<file path="config.mk">
export PLATFORM = sky130hd
export DESIGN_NAME = elgamal_modexp_engine_core
export DESIGN_NICKNAME = d
export VERILOG_FILES = /design/src/rtl/core/emec_pkg.sv /design/src/rtl/core/elgamal_modexp_engine_core.sv /design/src/rtl/core/emec_dp.sv /design/src/rtl/core/emec_ctrl.sv
export VERILOG_INCLUDE_DIRS = /design/src /design/src/rtl/core
export SDC_FILE = /design/constraint.sdc
export NUM_CORES = 2
export LEC_CHECK = 0
export BUFFER_PORTS_ARGS = -buffer_cell sky130_fd_sc_hd__buf_2
export CAP_MARGIN = 20
export CORE_MARGIN = 3
export CORE_UTILIZATION = 50
export CTS_CLUSTER_DIAMETER = 80
export DETAILED_ROUTE_END_ITERATION = 8
export HOLD_SLACK_MARGIN = 0.06
export PLACE_DENSITY_LB_ADDON = 0.05
export SETUP_SLACK_MARGIN = 0.05
export SLEW_MARGIN = 20
export SYNTH_ARGS = -nofsm -noshare
export SYNTH_HDL_FRONTEND = slang
export SYNTH_SLANG_ARGS = --single-unit
export TNS_END_PERCENT = 30
</file>
<file path="constraint.sdc">
create_clock -name clk -period 11.2 [get_ports clk]
set_input_delay 2.8 -clock clk [delete_from_list [all_inputs] [get_ports clk]]
set_output_delay 2.8 -clock clk [all_outputs]
set_load 0.01 [all_outputs]
</file>
<file path="src/rtl/core/elgamal_modexp_engine_core_macros.svh">
// assertion helpers shared by the core
`ifndef ELGAMAL_MODEXP_ENGINE_CORE_MACROS_SVH
`define ELGAMAL_MODEXP_ENGINE_CORE_MACROS_SVH

// same-cycle implication
`define EMEC_ASSERT_IMP(label, pre, post) \
	label: assert property (@(posedge clk) disable iff (!arst_n) (pre) |-> (post)) \
		else $error("emec assertion failed");

// next-cycle implication
`define EMEC_ASSERT_NEXT(label, pre, post) \
	label: assert property (@(posedge clk) disable iff (!arst_n) (pre) |=> (post)) \
		else $error("emec assertion failed");

`endif

</file>
<file path="src/rtl/core/emec_pkg.sv">
package emec_pkg;

	localparam logic [1:0] REG_PRIME   = 2'd0;
	localparam logic [1:0] REG_GEN     = 2'd1;
	localparam logic [1:0] REG_PUBLIC  = 2'd2;
	localparam logic [1:0] REG_PRIVATE = 2'd3;

	typedef enum logic [4:0] {
		S_IDLE,
		S_DISPATCH,
		S_E_RMSG,
		S_E_RGEN,
		S_E_RPUB,
		S_E_FIN,
		S_D_RC2,
		S_D_RC1,
		S_PW_CHK,
		S_PW_MUL,
		S_PW_SQ,
		S_D_EINIT,
		S_D_ECHK,
		S_D_EDIV,
		S_D_EMUL,
		S_D_FIN,
		S_DONE
	} state_t;

	typedef enum logic [1:0] {
		PASS_G,
		PASS_E,
		PASS_D
	} pass_t;

	typedef enum logic [3:0] {
		OP_NONE,
		OP_DIV_MSG,
		OP_DIV_C2,
		OP_DIV_GEN,
		OP_DIV_PUB,
		OP_DIV_C1,
		OP_DIV_EUC,
		OP_MUL_Z,
		OP_MUL_SQ,
		OP_MUL_FIN_ENC,
		OP_MUL_Q,
		OP_MUL_FIN_DEC
	} op_t;

	typedef struct packed {
		logic load;
		op_t  op;
		logic euc_init;
		logic fail;
		logic publish;
	} cmd_t;

	typedef struct packed {
		logic p_small;
		logic func;
		logic exp_zero;
		logic exp_lsb;
		logic r2_zero;
		logic r1_one;
		logic done;
	} sts_t;

endpackage

</file>
<file path="src/rtl/core/elgamal_modexp_engine_core.sv">
// each modular multiply or reduction runs on one shared unit
// encrypt: reduce message mod p, then gen^r and pub^r by square-and-multiply, then message * pub^r
// decrypt: reduce c2 and c1, c1^d by square-and-multiply, Euclid inverse of it, then times c2
// throughput: one item in flight; next beat taken while a finished result waits at the output
// reset: asynchronous, clears control state and loads the register reset values
module elgamal_modexp_engine_core #(
	parameter int MOD_BITS = 31
) (
	input  logic                  clk,
	input  logic                  arst_n,
	input  logic                  in_valid,
	output logic                  in_stall,
	input  logic                  func,
	input  logic [MOD_BITS-1:0]   message,
	input  logic [MOD_BITS-1:0]   ephemeral_key,
	input  logic [MOD_BITS-1:0]   cipher_first,
	input  logic [MOD_BITS-1:0]   cipher_second,
	output logic                  out_valid,
	input  logic                  out_stall,
	output logic [MOD_BITS-1:0]   first_value,
	output logic [MOD_BITS-1:0]   second_value,
	output logic                  status,
	input  logic                  psel,
	input  logic                  penable,
	input  logic                  pwrite,
	input  logic [((MOD_BITS > 32) ? 5 : 4)-1:0]   paddr,
	input  logic [((MOD_BITS > 32) ? 64 : 32)-1:0] pwdata,
	output logic [((MOD_BITS > 32) ? 64 : 32)-1:0] prdata,
	output logic                  pready
);

	localparam int DATA_W = (MOD_BITS > 32) ? 64 : 32;
	localparam int ADDR_W = (MOD_BITS > 32) ? 5 : 4;

	logic [MOD_BITS-1:0] prime_q, gen_q, pub_q, priv_q;
	logic [1:0]          reg_idx;
	emec_pkg::cmd_t      cmd;
	emec_pkg::sts_t      sts;

	assign reg_idx = paddr[ADDR_W-1:ADDR_W-2];
	assign pready  = 1'b1;

	always_ff @(posedge clk or negedge arst_n) begin
		if (!arst_n) begin
			prime_q <= MOD_BITS'(2);
			gen_q   <= '0;
			pub_q   <= '0;
			priv_q  <= '0;
		end else if (psel && penable && pwrite) begin
			case (reg_idx)
				emec_pkg::REG_PRIME: prime_q <= pwdata[MOD_BITS-1:0];
				emec_pkg::REG_GEN: gen_q <= pwdata[MOD_BITS-1:0];
				emec_pkg::REG_PUBLIC: pub_q <= pwdata[MOD_BITS-1:0];
				default: priv_q <= pwdata[MOD_BITS-1:0];
			endcase
		end
	end

	always_comb begin
		case (reg_idx)
			emec_pkg::REG_PRIME: prdata = DATA_W'(prime_q);
			emec_pkg::REG_GEN: prdata = DATA_W'(gen_q);
			emec_pkg::REG_PUBLIC: prdata = DATA_W'(pub_q);
			default: prdata = DATA_W'(priv_q);
		endcase
	end

	emec_ctrl u_ctrl (
		.clk       (clk),
		.arst_n    (arst_n),
		.in_valid  (in_valid),
		.in_stall  (in_stall),
		.out_valid (out_valid),
		.out_stall (out_stall),
		.sts       (sts),
		.cmd       (cmd)
	);

	emec_dp #(
		.W (MOD_BITS)
	) u_dp (
		.clk           (clk),
		.arst_n        (arst_n),
		.cmd           (cmd),
		.sts           (sts),
		.p             (prime_q),
		.gen           (gen_q),
		.pub           (pub_q),
		.priv          (priv_q),
		.func          (func),
		.message       (message),
		.ephemeral_key (ephemeral_key),
		.cipher_first  (cipher_first),
		.cipher_second (cipher_second),
		.first_value   (first_value),
		.second_value  (second_value),
		.status        (status)
	);

endmodule

</file>
<file path="src/rtl/core/emec_dp.sv">
module emec_dp #(
	parameter int W = 31
) (
	input  logic            clk,
	input  logic            arst_n,
	input  emec_pkg::cmd_t  cmd,
	output emec_pkg::sts_t  sts,
	input  logic [W-1:0]    p,
	input  logic [W-1:0]    gen,
	input  logic [W-1:0]    pub,
	input  logic [W-1:0]    priv,
	input  logic            func,
	input  logic [W-1:0]    message,
	input  logic [W-1:0]    ephemeral_key,
	input  logic [W-1:0]    cipher_first,
	input  logic [W-1:0]    cipher_second,
	output logic [W-1:0]    first_value,
	output logic [W-1:0]    second_value,
	output logic            status
);

	localparam int CNT_W = $clog2(W);
	localparam logic [CNT_W-1:0] CNT_LAST = CNT_W'(W - 1);

	function automatic logic [W-1:0] add_mod(input logic [W-1:0] x, input logic [W-1:0] y,
			input logic [W-1:0] m);
		logic [W:0] s;
		s = {1'b0, x} + {1'b0, y};
		if (s >= {1'b0, m}) begin
			s = s - {1'b0, m};
		end
		return s[W-1:0];
	endfunction

	logic           func_q;
	logic [W-1:0]   msg_in_q, eph_q, c1_in_q, c2_in_q;
	logic [W-1:0]   msg_q, base_q, z_q, exp_q;
	logic [W-1:0]   r1_q, r2_q, t1_q, t2_q, quo_q, er_q;
	logic [W-1:0]   first_q, second_q;
	logic           status_q;
	logic [W-1:0]   out_first_q, out_second_q;
	logic           out_status_q;

	logic                 run_q;
	logic [CNT_W-1:0]     cnt_q;
	emec_pkg::op_t        op_q;
	logic [W-1:0]         ua_q, ub_q, acc_q;

	logic           is_div;
	logic [W:0]     dv_t;
	logic           dv_ge;
	logic [W-1:0]   acc_n, ua_n, ub_n;
	logic           done;
	logic [W-1:0]   qm, sub_diff, sub_res;
	logic [W-1:0]   st_ua, st_ub;

	assign is_div = op_q inside {emec_pkg::OP_DIV_MSG, emec_pkg::OP_DIV_C2,
		emec_pkg::OP_DIV_GEN, emec_pkg::OP_DIV_PUB, emec_pkg::OP_DIV_C1,
		emec_pkg::OP_DIV_EUC};

	always_comb begin
		dv_t  = {acc_q, ub_q[W-1]};
		dv_ge = dv_t >= {1'b0, ua_q};
		if (is_div) begin
			acc_n = dv_ge ? W'(dv_t - {1'b0, ua_q}) : dv_t[W-1:0];
			ua_n  = ua_q;
			ub_n  = {ub_q[W-2:0], dv_ge};
		end else begin
			acc_n = ub_q[0] ? add_mod(acc_q, ua_q, p) : acc_q;
			ua_n  = add_mod(ua_q, ua_q, p);
			ub_n  = {1'b0, ub_q[W-1:1]};
		end
	end

	assign done = run_q && (cnt_q == CNT_LAST);

	assign qm       = (quo_q == p) ? '0 : quo_q;
	assign sub_diff = t1_q - acc_n;
	assign sub_res  = (t1_q >= acc_n) ? sub_diff : sub_diff + p;

	// operand select at start: divide uses ua as divisor, ub as dividend
	always_comb begin
		st_ua = p;
		st_ub = '0;
		case (cmd.op)
			emec_pkg::OP_DIV_MSG: st_ub = msg_in_q;
			emec_pkg::OP_DIV_C2: st_ub = c2_in_q;
			emec_pkg::OP_DIV_GEN: st_ub = gen;
			emec_pkg::OP_DIV_PUB: st_ub = pub;
			emec_pkg::OP_DIV_C1: st_ub = c1_in_q;
			emec_pkg::OP_DIV_EUC: begin
				st_ua = r2_q;
				st_ub = r1_q;
			end
			emec_pkg::OP_MUL_Z: begin
				st_ua = z_q;
				st_ub = base_q;
			end
			emec_pkg::OP_MUL_SQ: begin
				st_ua = base_q;
				st_ub = base_q;
			end
			emec_pkg::OP_MUL_FIN_ENC: begin
				st_ua = z_q;
				st_ub = msg_q;
			end
			emec_pkg::OP_MUL_Q: begin
				st_ua = qm;
				st_ub = t2_q;
			end
			emec_pkg::OP_MUL_FIN_DEC: begin
				st_ua = t1_q;
				st_ub = msg_q;
			end
			default: st_ua = p;
		endcase
	end

	always_ff @(posedge clk or negedge arst_n) begin
		if (!arst_n) begin
			run_q <= 1'b0;
			cnt_q <= '0;
			op_q  <= emec_pkg::OP_NONE;
		end else if (cmd.op != emec_pkg::OP_NONE) begin
			run_q <= 1'b1;
			cnt_q <= '0;
			op_q  <= cmd.op;
		end else if (run_q) begin
			cnt_q <= cnt_q + 1'b1;
			if (done) begin
				run_q <= 1'b0;
			end
		end
	end

	always_ff @(posedge clk) begin
		if (cmd.op != emec_pkg::OP_NONE) begin
			ua_q  <= st_ua;
			ub_q  <= st_ub;
			acc_q <= '0;
		end else if (run_q) begin
			ua_q  <= ua_n;
			ub_q  <= ub_n;
			acc_q <= acc_n;
		end
	end

	always_ff @(posedge clk) begin
		if (cmd.load) begin
			func_q   <= func;
			msg_in_q <= message;
			eph_q    <= ephemeral_key;
			c1_in_q  <= cipher_first;
			c2_in_q  <= cipher_second;
			first_q  <= '0;
			second_q <= '0;
			status_q <= 1'b0;
		end
		if (cmd.euc_init) begin
			r1_q <= p;
			r2_q <= z_q;
			t1_q <= '0;
			t2_q <= W'(1);
		end
		if (cmd.fail) begin
			status_q <= 1'b1;
			first_q  <= '0;
		end
		if (cmd.publish) begin
			out_first_q  <= first_q;
			out_second_q <= second_q;
			out_status_q <= status_q;
		end
		if (done) begin
			case (op_q)
				emec_pkg::OP_DIV_MSG, emec_pkg::OP_DIV_C2: msg_q <= acc_n;
				emec_pkg::OP_DIV_GEN: begin
					base_q <= acc_n;
					z_q    <= W'(1);
					exp_q  <= eph_q;
				end
				emec_pkg::OP_DIV_PUB: begin
					first_q <= z_q;
					base_q  <= acc_n;
					z_q     <= W'(1);
					exp_q   <= eph_q;
				end
				emec_pkg::OP_DIV_C1: begin
					base_q <= acc_n;
					z_q    <= W'(1);
					exp_q  <= priv;
				end
				emec_pkg::OP_DIV_EUC: begin
					quo_q <= ub_n;
					er_q  <= acc_n;
				end
				emec_pkg::OP_MUL_Z: z_q <= acc_n;
				emec_pkg::OP_MUL_SQ: begin
					base_q <= acc_n;
					exp_q  <= {1'b0, exp_q[W-1:1]};
				end
				emec_pkg::OP_MUL_FIN_ENC: second_q <= acc_n;
				emec_pkg::OP_MUL_Q: begin
					r1_q <= r2_q;
					r2_q <= er_q;
					t1_q <= t2_q;
					t2_q <= sub_res;
				end
				emec_pkg::OP_MUL_FIN_DEC: first_q <= acc_n;
				default: msg_q <= msg_q;
			endcase
		end
	end

	always_comb begin
		sts.p_small  = p < W'(2);
		sts.func     = func_q;
		sts.exp_zero = exp_q == '0;
		sts.exp_lsb  = exp_q[0];
		sts.r2_zero  = r2_q == '0;
		sts.r1_one   = r1_q == W'(1);
		sts.done     = done;
	end

	assign first_value  = out_first_q;
	assign second_value = out_second_q;
	assign status       = out_status_q;

endmodule

</file>
<file path="src/rtl/core/emec_ctrl.sv">
`include "elgamal_modexp_engine_core_macros.svh"

module emec_ctrl (
	input  logic            clk,
	input  logic            arst_n,
	input  logic            in_valid,
	output logic            in_stall,
	output logic            out_valid,
	input  logic            out_stall,
	input  emec_pkg::sts_t  sts,
	output emec_pkg::cmd_t  cmd
);

	emec_pkg::state_t state_q, state_d;
	emec_pkg::pass_t  pass_q, pass_d;
	logic             issued_q, issued_d;
	logic             out_valid_q, out_valid_d;

	always_ff @(posedge clk or negedge arst_n) begin
		if (!arst_n) begin
			state_q     <= emec_pkg::S_IDLE;
			pass_q      <= emec_pkg::PASS_G;
			issued_q    <= 1'b0;
			out_valid_q <= 1'b0;
		end else begin
			state_q     <= state_d;
			pass_q      <= pass_d;
			issued_q    <= issued_d;
			out_valid_q <= out_valid_d;
		end
	end

	always_comb begin
		emec_pkg::op_t    cur_op;
		emec_pkg::state_t after_st;
		emec_pkg::pass_t  pass_after;
		cur_op       = emec_pkg::OP_NONE;
		after_st     = state_q;
		pass_after   = pass_q;
		state_d      = state_q;
		pass_d       = pass_q;
		issued_d     = issued_q;
		cmd.load     = 1'b0;
		cmd.op       = emec_pkg::OP_NONE;
		cmd.euc_init = 1'b0;
		cmd.fail     = 1'b0;
		cmd.publish  = 1'b0;
		out_valid_d  = out_valid_q && out_stall;
		case (state_q)
			emec_pkg::S_IDLE: begin
				if (in_valid) begin
					cmd.load = 1'b1;
					state_d  = emec_pkg::S_DISPATCH;
				end
			end
			emec_pkg::S_DISPATCH: begin
				if (sts.p_small) begin
					state_d = emec_pkg::S_DONE;
				end else if (sts.func) begin
					state_d = emec_pkg::S_D_RC2;
				end else begin
					state_d = emec_pkg::S_E_RMSG;
				end
			end
			emec_pkg::S_E_RMSG: begin
				cur_op   = emec_pkg::OP_DIV_MSG;
				after_st = emec_pkg::S_E_RGEN;
			end
			emec_pkg::S_E_RGEN: begin
				cur_op     = emec_pkg::OP_DIV_GEN;
				after_st   = emec_pkg::S_PW_CHK;
				pass_after = emec_pkg::PASS_G;
			end
			emec_pkg::S_E_RPUB: begin
				cur_op     = emec_pkg::OP_DIV_PUB;
				after_st   = emec_pkg::S_PW_CHK;
				pass_after = emec_pkg::PASS_E;
			end
			emec_pkg::S_E_FIN: begin
				cur_op   = emec_pkg::OP_MUL_FIN_ENC;
				after_st = emec_pkg::S_DONE;
			end
			emec_pkg::S_D_RC2: begin
				cur_op   = emec_pkg::OP_DIV_C2;
				after_st = emec_pkg::S_D_RC1;
			end
			emec_pkg::S_D_RC1: begin
				cur_op     = emec_pkg::OP_DIV_C1;
				after_st   = emec_pkg::S_PW_CHK;
				pass_after = emec_pkg::PASS_D;
			end
			emec_pkg::S_PW_CHK: begin
				if (sts.exp_zero) begin
					case (pass_q)
						emec_pkg::PASS_G: state_d = emec_pkg::S_E_RPUB;
						emec_pkg::PASS_E: state_d = emec_pkg::S_E_FIN;
						default: state_d = emec_pkg::S_D_EINIT;
					endcase
				end else if (sts.exp_lsb) begin
					state_d = emec_pkg::S_PW_MUL;
				end else begin
					state_d = emec_pkg::S_PW_SQ;
				end
			end
			emec_pkg::S_PW_MUL: begin
				cur_op   = emec_pkg::OP_MUL_Z;
				after_st = emec_pkg::S_PW_SQ;
			end
			emec_pkg::S_PW_SQ: begin
				cur_op   = emec_pkg::OP_MUL_SQ;
				after_st = emec_pkg::S_PW_CHK;
			end
			emec_pkg::S_D_EINIT: begin
				cmd.euc_init = 1'b1;
				state_d      = emec_pkg::S_D_ECHK;
			end
			emec_pkg::S_D_ECHK: begin
				if (!sts.r2_zero) begin
					state_d = emec_pkg::S_D_EDIV;
				end else if (sts.r1_one) begin
					state_d = emec_pkg::S_D_FIN;
				end else begin
					cmd.fail = 1'b1;
					state_d  = emec_pkg::S_DONE;
				end
			end
			emec_pkg::S_D_EDIV: begin
				cur_op   = emec_pkg::OP_DIV_EUC;
				after_st = emec_pkg::S_D_EMUL;
			end
			emec_pkg::S_D_EMUL: begin
				cur_op   = emec_pkg::OP_MUL_Q;
				after_st = emec_pkg::S_D_ECHK;
			end
			emec_pkg::S_D_FIN: begin
				cur_op   = emec_pkg::OP_MUL_FIN_DEC;
				after_st = emec_pkg::S_DONE;
			end
			emec_pkg::S_DONE: begin
				if (!out_valid_q || !out_stall) begin
					cmd.publish = 1'b1;
					out_valid_d = 1'b1;
					state_d     = emec_pkg::S_IDLE;
				end
			end
			default: state_d = emec_pkg::S_IDLE;
		endcase
		if (cur_op != emec_pkg::OP_NONE) begin
			if (!issued_q) begin
				cmd.op   = cur_op;
				issued_d = 1'b1;
			end else if (sts.done) begin
				issued_d = 1'b0;
				state_d  = after_st;
				pass_d   = pass_after;
			end
		end
	end

	assign in_stall  = state_q != emec_pkg::S_IDLE;
	assign out_valid = out_valid_q;

	`EMEC_ASSERT_NEXT(a_accept_leaves_idle, in_valid && !in_stall, state_q != emec_pkg::S_IDLE)
	`EMEC_ASSERT_IMP(a_done_needs_issue, sts.done, issued_q)
	`EMEC_ASSERT_NEXT(a_done_publishes, state_q == emec_pkg::S_DONE && !out_valid_q, out_valid_q)
	`EMEC_ASSERT_IMP(a_no_issue_in_idle, state_q == emec_pkg::S_IDLE, cmd.op == emec_pkg::OP_NONE)

endmodule
</file>
Word level (Yosys, flattened, before mapping)
Index checks and enable logic that the tools add are counted.

Bits of input ports: 168. Register bits after elaboration: 797.

Order comparisons: 5. Reductions and logical operators: 42. Mux-type cells: 71. Bitwise gates (word level): 1. Equality and inequality tests: 46. $add $sub $neg: 8.

Operators by type and width (count): $mux W31 (31); $pmux W31 S9 (1); $pmux W31 S3 (2); $pmux W31 S5 (1); $pmux W31 S2 (2); $sub A31 B31 Y31 (4); $ge A32 B31 Y1 (3); $pmux W5 S7 (2); $add A31 B31 Y32 (2); $logic_not A31 Y1 (2); $mux W5 (10); $pmux W4 S11 (1); $eq A5 B4 Y1 const B (8); $eq A4 B3 Y1 const B (8); $eq A4 B4 Y1 const B (8); $add A31 B31 Y31 (1); $eq A31 B1 Y1 const B (1); $eq A31 B31 Y1 (1); $ge A31 B31 Y1 (1); $lt A31 B2 Y1 const B (1); $eq A5 B3 Y1 const B (4); $reduce_and A2 Y1 (10); $eq A4 B2 Y1 const B (4); $mux W1 (14); 30 further kinds (51).

Depth between registers and ports, before layout
Word-level depth: 10. Gate-level depth with buffers: 52. Mapped depth without buffers: 49.

Modules after synthesis
Synthesis repeated with hierarchy kept, for this count alone.

Cells, all modules: 4293. Area, all modules: 44112.3 um2.

Modules (own cells, without submodules): emec_dp (area each 37691.1 um2, instances 1, sequential area each 17707.0 um2, cells each 3865); elgamal_modexp_engine_core (area each 5515.3 um2, instances 1, sequential area each 3104.2 um2, cells each 312); emec_ctrl (area each 905.9 um2, instances 1, sequential area each 225.2 um2, cells each 116).

Worst setup path before layout
No wires, ideal clock.

Path kind: flip-flop to flip-flop. From: register u_dp.ua_q[0]. To: register u_dp.t2_q[30]. Arrival: 10310 ps. Setup slack: 756 ps. Library setup time: 134 ps. Clock period less this slack: 10444 ps. Data required time: 11066 ps. Stages on the path, launching flop included: 52. Cell sequence: edfxtp_1 ha_1 fa_1 a21o_1 a21oi_1 o21ai_0 nor3b_1 o41ai_1 a21oi_1 a311oi_1 nor2_1 nor4_1 nor2_1 ha_1 clkbuf_1 nand2_1 o21ai_1 a2111oi_0 (+16 left out) o2111ai_1 a21oi_1 nor2_1 o21bai_1 xor2_1 ha_1 clkbuf_1 nand4_1 o32ai_1 a21oi_1 a31oi_1 a41o_1 o221ai_1 xnor2_1 nor3_1 nor3_1 a2111oi_1 nand3_1.

Longest elaborated chain between the ends: 10.

RTL lines: from (decl) (line emec_dp.sv:47) `logic [W-1:0] ua_q, ub_q, acc_q;`; from (signal assigned) (line emec_dp.sv:138) `ua_q <= st_ua;`; from (signal assigned) (line emec_dp.sv:142) `ua_q <= ua_n;`; $add A31 B31 Y32 (line emec_dp.sv:28) `s = {1'b0, x} + {1'b0, y};`; $sub A31 B31 Y31 / $ge A32 B31 Y1 (equally long branches) (line emec_dp.sv:30, emec_dp.sv:29); $mux W31 (line emec_dp.sv:29) `if (s >= {1'b0, m}) begin`; $mux W31 (line emec_dp.sv:69) `acc_n = ub_q[0] ? add_mod(acc_q, ua_q, p) : acc_q;`; $mux W31 * (line emec_dp.sv:64) `if (is_div) begin`; via u_dp.acc_n[2] (line emec_dp.sv:52) `logic [W-1:0] acc_n, ua_n, ub_n;`; $sub A31 B31 Y31 (line emec_dp.sv:78) `assign sub_diff = t1_q - acc_n;`; $add A31 B31 Y31 (line emec_dp.sv:79) `assign sub_res = (t1_q >= acc_n) ? sub_diff : sub_diff + p;`; $mux W31 * (line emec_dp.sv:79); $mux W31 * (line emec_dp.sv:175) `case (op_q)`; $mux W31 * (line emec_dp.sv:174) `if (done) begin`; to (signal assigned) (line emec_dp.sv:207) `t2_q <= sub_res;`; to (decl) (line emec_dp.sv:38) `logic [W-1:0] r1_q, r2_q, t1_q, t2_q, quo_q, er_q;`.

Mark *: on every way through the listed nets, which the timed path passes. The rest lies on a longest branch. A chain may end at the register's enable or synchronous reset.

Worst setup path in the final report
From: register u_dp.ua_q[0]. To: register u_dp.t2_q[30].

Longest elaborated chain between the ends: 10.

RTL lines (line): $add A31 B31 Y32 (emec_dp.sv:28); $sub A31 B31 Y31 / $ge A32 B31 Y1 (equally long branches) (emec_dp.sv:30, emec_dp.sv:29); $mux W31 (emec_dp.sv:29); $mux W31 (emec_dp.sv:69); $mux W31 * (emec_dp.sv:64); $sub A31 B31 Y31 (emec_dp.sv:78); $add A31 B31 Y31 (emec_dp.sv:79); $mux W31 * (emec_dp.sv:79); $mux W31 * (emec_dp.sv:175); $mux W31 * (emec_dp.sv:174).

Every way passes the cells marked *; elsewhere a longest branch is shown, timed or not.

==> flow_summary.toml <==
[drt]
drc = 0
ant_nets = 0
routed_via_density = 6.313
firstDrtPassIters = 8
routedWlPerCell_um = 27.53
drtIter0Drc = 4906
drt_wl_total_um = 165900
num_vias = 38050

[cts]
htree_levels = 3
cts.sinks = 797
clkTransAtPathRegs_ps = 60
cts_tree = "done"
cts_buffers = 86
insertion_delay_ps = 680
cts_hold_buf = 0
clk_path_buf_depth = 3
ctsRootBufferMaster = "clkbuf_16"

[sta]
setup_viol = 0
finalHoldViolCount = 0
finClkSkew_ps = 36.51
rsz0062_at_grt = "true"
fin_crit_sh_pct = 96.50
fmax_mhz = 92.52
max_slew_margin_pct = 25.86
maxSlewViolCount = 0
period_needed_ps = 10810
worst_pin_slew_ps = 1112

[min_path]
min_path_type = "flip-flop to flip-flop"
whs_endpoint = "u_dp.first_value[4]"
hold-path-cell-count = 0
min-delay-start = "u_dp.first_q[4]"

[floorplan]
fp.dieW_um = 300.2
die_h_um = 300.2
core-area_mm2 = 0.08555
rows = 107
dieArea_mm2 = 0.09014
start_util_pct = 50.60
io_pins = 266

[finish]
num-fill-cells = 7420
syn_to_final_growth_pct = 17.65
drive_gt1_share_pct = 19.51
fin_nets = 5168
final_util_pct = 59.53

[logic_synthesis]
ys.flop_type = "edfxtp_1"
yosys.cell_count.top_type = "nand2_1"
synth_edf_count = 436
syn_area_mm2 = 0.04329
synth.net_count = 4737
synth_cell_type_count = 91
synth_warnings = 0
yosysTopAreaCell = "edfxtp_1"
async_flop_share_pct = 17.94
ys_seq_area_share_pct = 48.60
yosys.area.top_type_share_pct = 30.24
ys_top_cells_by_area = "edfxtp_1 30%, dfxtp_1 10%, dfrtp_1 8.2%, nand2_1 5.7%, ha_1 5.5%"
netlist_instances = 4371
synth_seq_cells = 797
synth_common_cells = "655 x nand2_1, 436 x edfxtp_1, 306 x nor2_1"
avgSynthCellArea_um2 = 9.904

[setup_path]
r2r_slack_ps = 390
r2r_end = "u_dp.t2_q[30]"
rr_worst_depth = 54
slowest_stage = "or4_1"
required_ps = 11760
crit_top_cell = "buf_4"
critPathArrivalTime_ps = 11360
cp-start-kind = "flip-flop"
end_kind = "flip-flop"
path_class = "flip-flop to flip-flop"
crit_path_max_incr_delay_ps = 530
crit_path_max_fanout = 30
reg2reg_from = "u_dp.ua_q[0]"

[global_routing]
grt_max_degree = 93
antenna_found_initial = 9
grt_overflow = 0
grt_use_total_pct = 36.08
grt_pass1_vias = 35880
grt_first_pass_wirelength_um = 238800

[placed_design]
routabilityCongestion = 0.9843
detailed_place_hpwl_um = 127200
io_buffers = 260

[outcome]
status = "finished, final reports clean"

[run]
drv_cap = 0
## cells by family after synthesis
kind of cell | Yosys count | synth area share, %
compound gates | 1200 | 18.57
xor+xnor | 181 | 3.662
fa+ha+maj | 199 | 5.853
buf+inv | 395 | 3.468
flops | 797 | 48.60
mux | 174 | 5.194
other cells | 2 | 0.01735
simple gates | 1423 | 14.64
## layer usage
| metal | global-route usage [%] | vias to the layer above | wire [um] |
|---|---|---|---|
| met5 | 0 | - | 0 |
| li1 | - | 17130 | - |
| met2 | 55.57 | 2148 | 73420 |
| met4 | 15.19 | 0 | 7606 |
| met3 | 7.264 | 290 | 18380 |
| met1 | 49.72 | 18470 | 66500 |
## cells in the final DEF, fill, tap and decap left out, types with 31 or more instances in the layout
cell / count
edfxtp_1: 436
mux4_2: 31
clkbuf_16: 88
nand3_1: 123
a221oi_1: 40
inv_1: 155
buf_4: 316
a21o_1: 88
nand2b_1: 33
nand4_1: 70
a31oi_1: 85
buf_2: 259
nor2_1: 295
xnor2_1: 123
a22oi_1: 185
mux2_2: 95
nor4_1: 40
dfrtp_1: 141
o21ai_0: 249
xor2_1: 53
nor2b_1: 36
nand2_1: 655
a21oi_1: 227
a211oi_1: 54
mux2i_1: 48
dfxtp_1: 218
nor3_1: 53
ha_1: 189
## per-stage QoR
step           area (um2)  hold slack [ps]  TNS, ps  worst slack, ps  std cells
5_1_grt             50920            436.1   -65.97           -65.97       6024
4_1_cts             50650            427.4        0            62.87       6009
3_5_place_dp        47690            413.2   -503.3           -409.6       5845
3_3_place_gp        47670            413.3   -423.8           -281.5       5844
2_1_floorplan       43290            407.9        0            756.0       4371
6_report            50930            427.8        0            391.4       6026
## layout make-up
cell class	instances	area, um2	area share (%)
diodes	8	20.02	0.03931
clock buffers	119	2439	4.788
clock inverters	41	451.7	0.8869
inverters	158	598.1	1.174
multi-input cells	3179	21210	41.64
flip-flops and latches	797	21040	41.31
well taps	1144	1431	2.811
repair buffers	580	3742	7.348
## critical path, delay by kind of cell, from the launching register on
kind	cells	cell delay (ps)
AO/OA/AOI/OAI	21	4170
buffers and inverters	10	1670
AND/OR/NAND/NOR	16	2470
adder cells (fa/ha/maj)	5	1530
flip-flops	1	390
XOR/XNOR	2	430
## how the worst max path moves through the flow
| stage | startpoint | endpoint | depth (start not counted) |
|---|---|---|---|
| 2_1_floorplan | u_dp.ua_q[0] | u_dp.t2_q[30] | 51 |
| 3_3_place_gp | u_dp.ua_q[0] | u_dp.t2_q[30] | 55 |
| 3_5_place_dp | u_dp.ua_q[0] | u_dp.t2_q[30] | 55 |
| 4_1_cts | u_dp.ua_q[0] | u_dp.t2_q[30] | 58 |
| 5_1_grt | u_dp.ua_q[0] | u_dp.t2_q[30] | 56 |
| 6_report | u_dp.ua_q[0] | u_dp.t2_q[30] | 54 |
## repair_timing
item,CTS,global route
resized for setup,9,39
buffers inserted,4,9
endpoints found under the setup margin,4,10
pin swaps,7,27
Power is not shown: default switching activity piles up to over one toggle a cycle in this logic, so the estimate is an artifact.
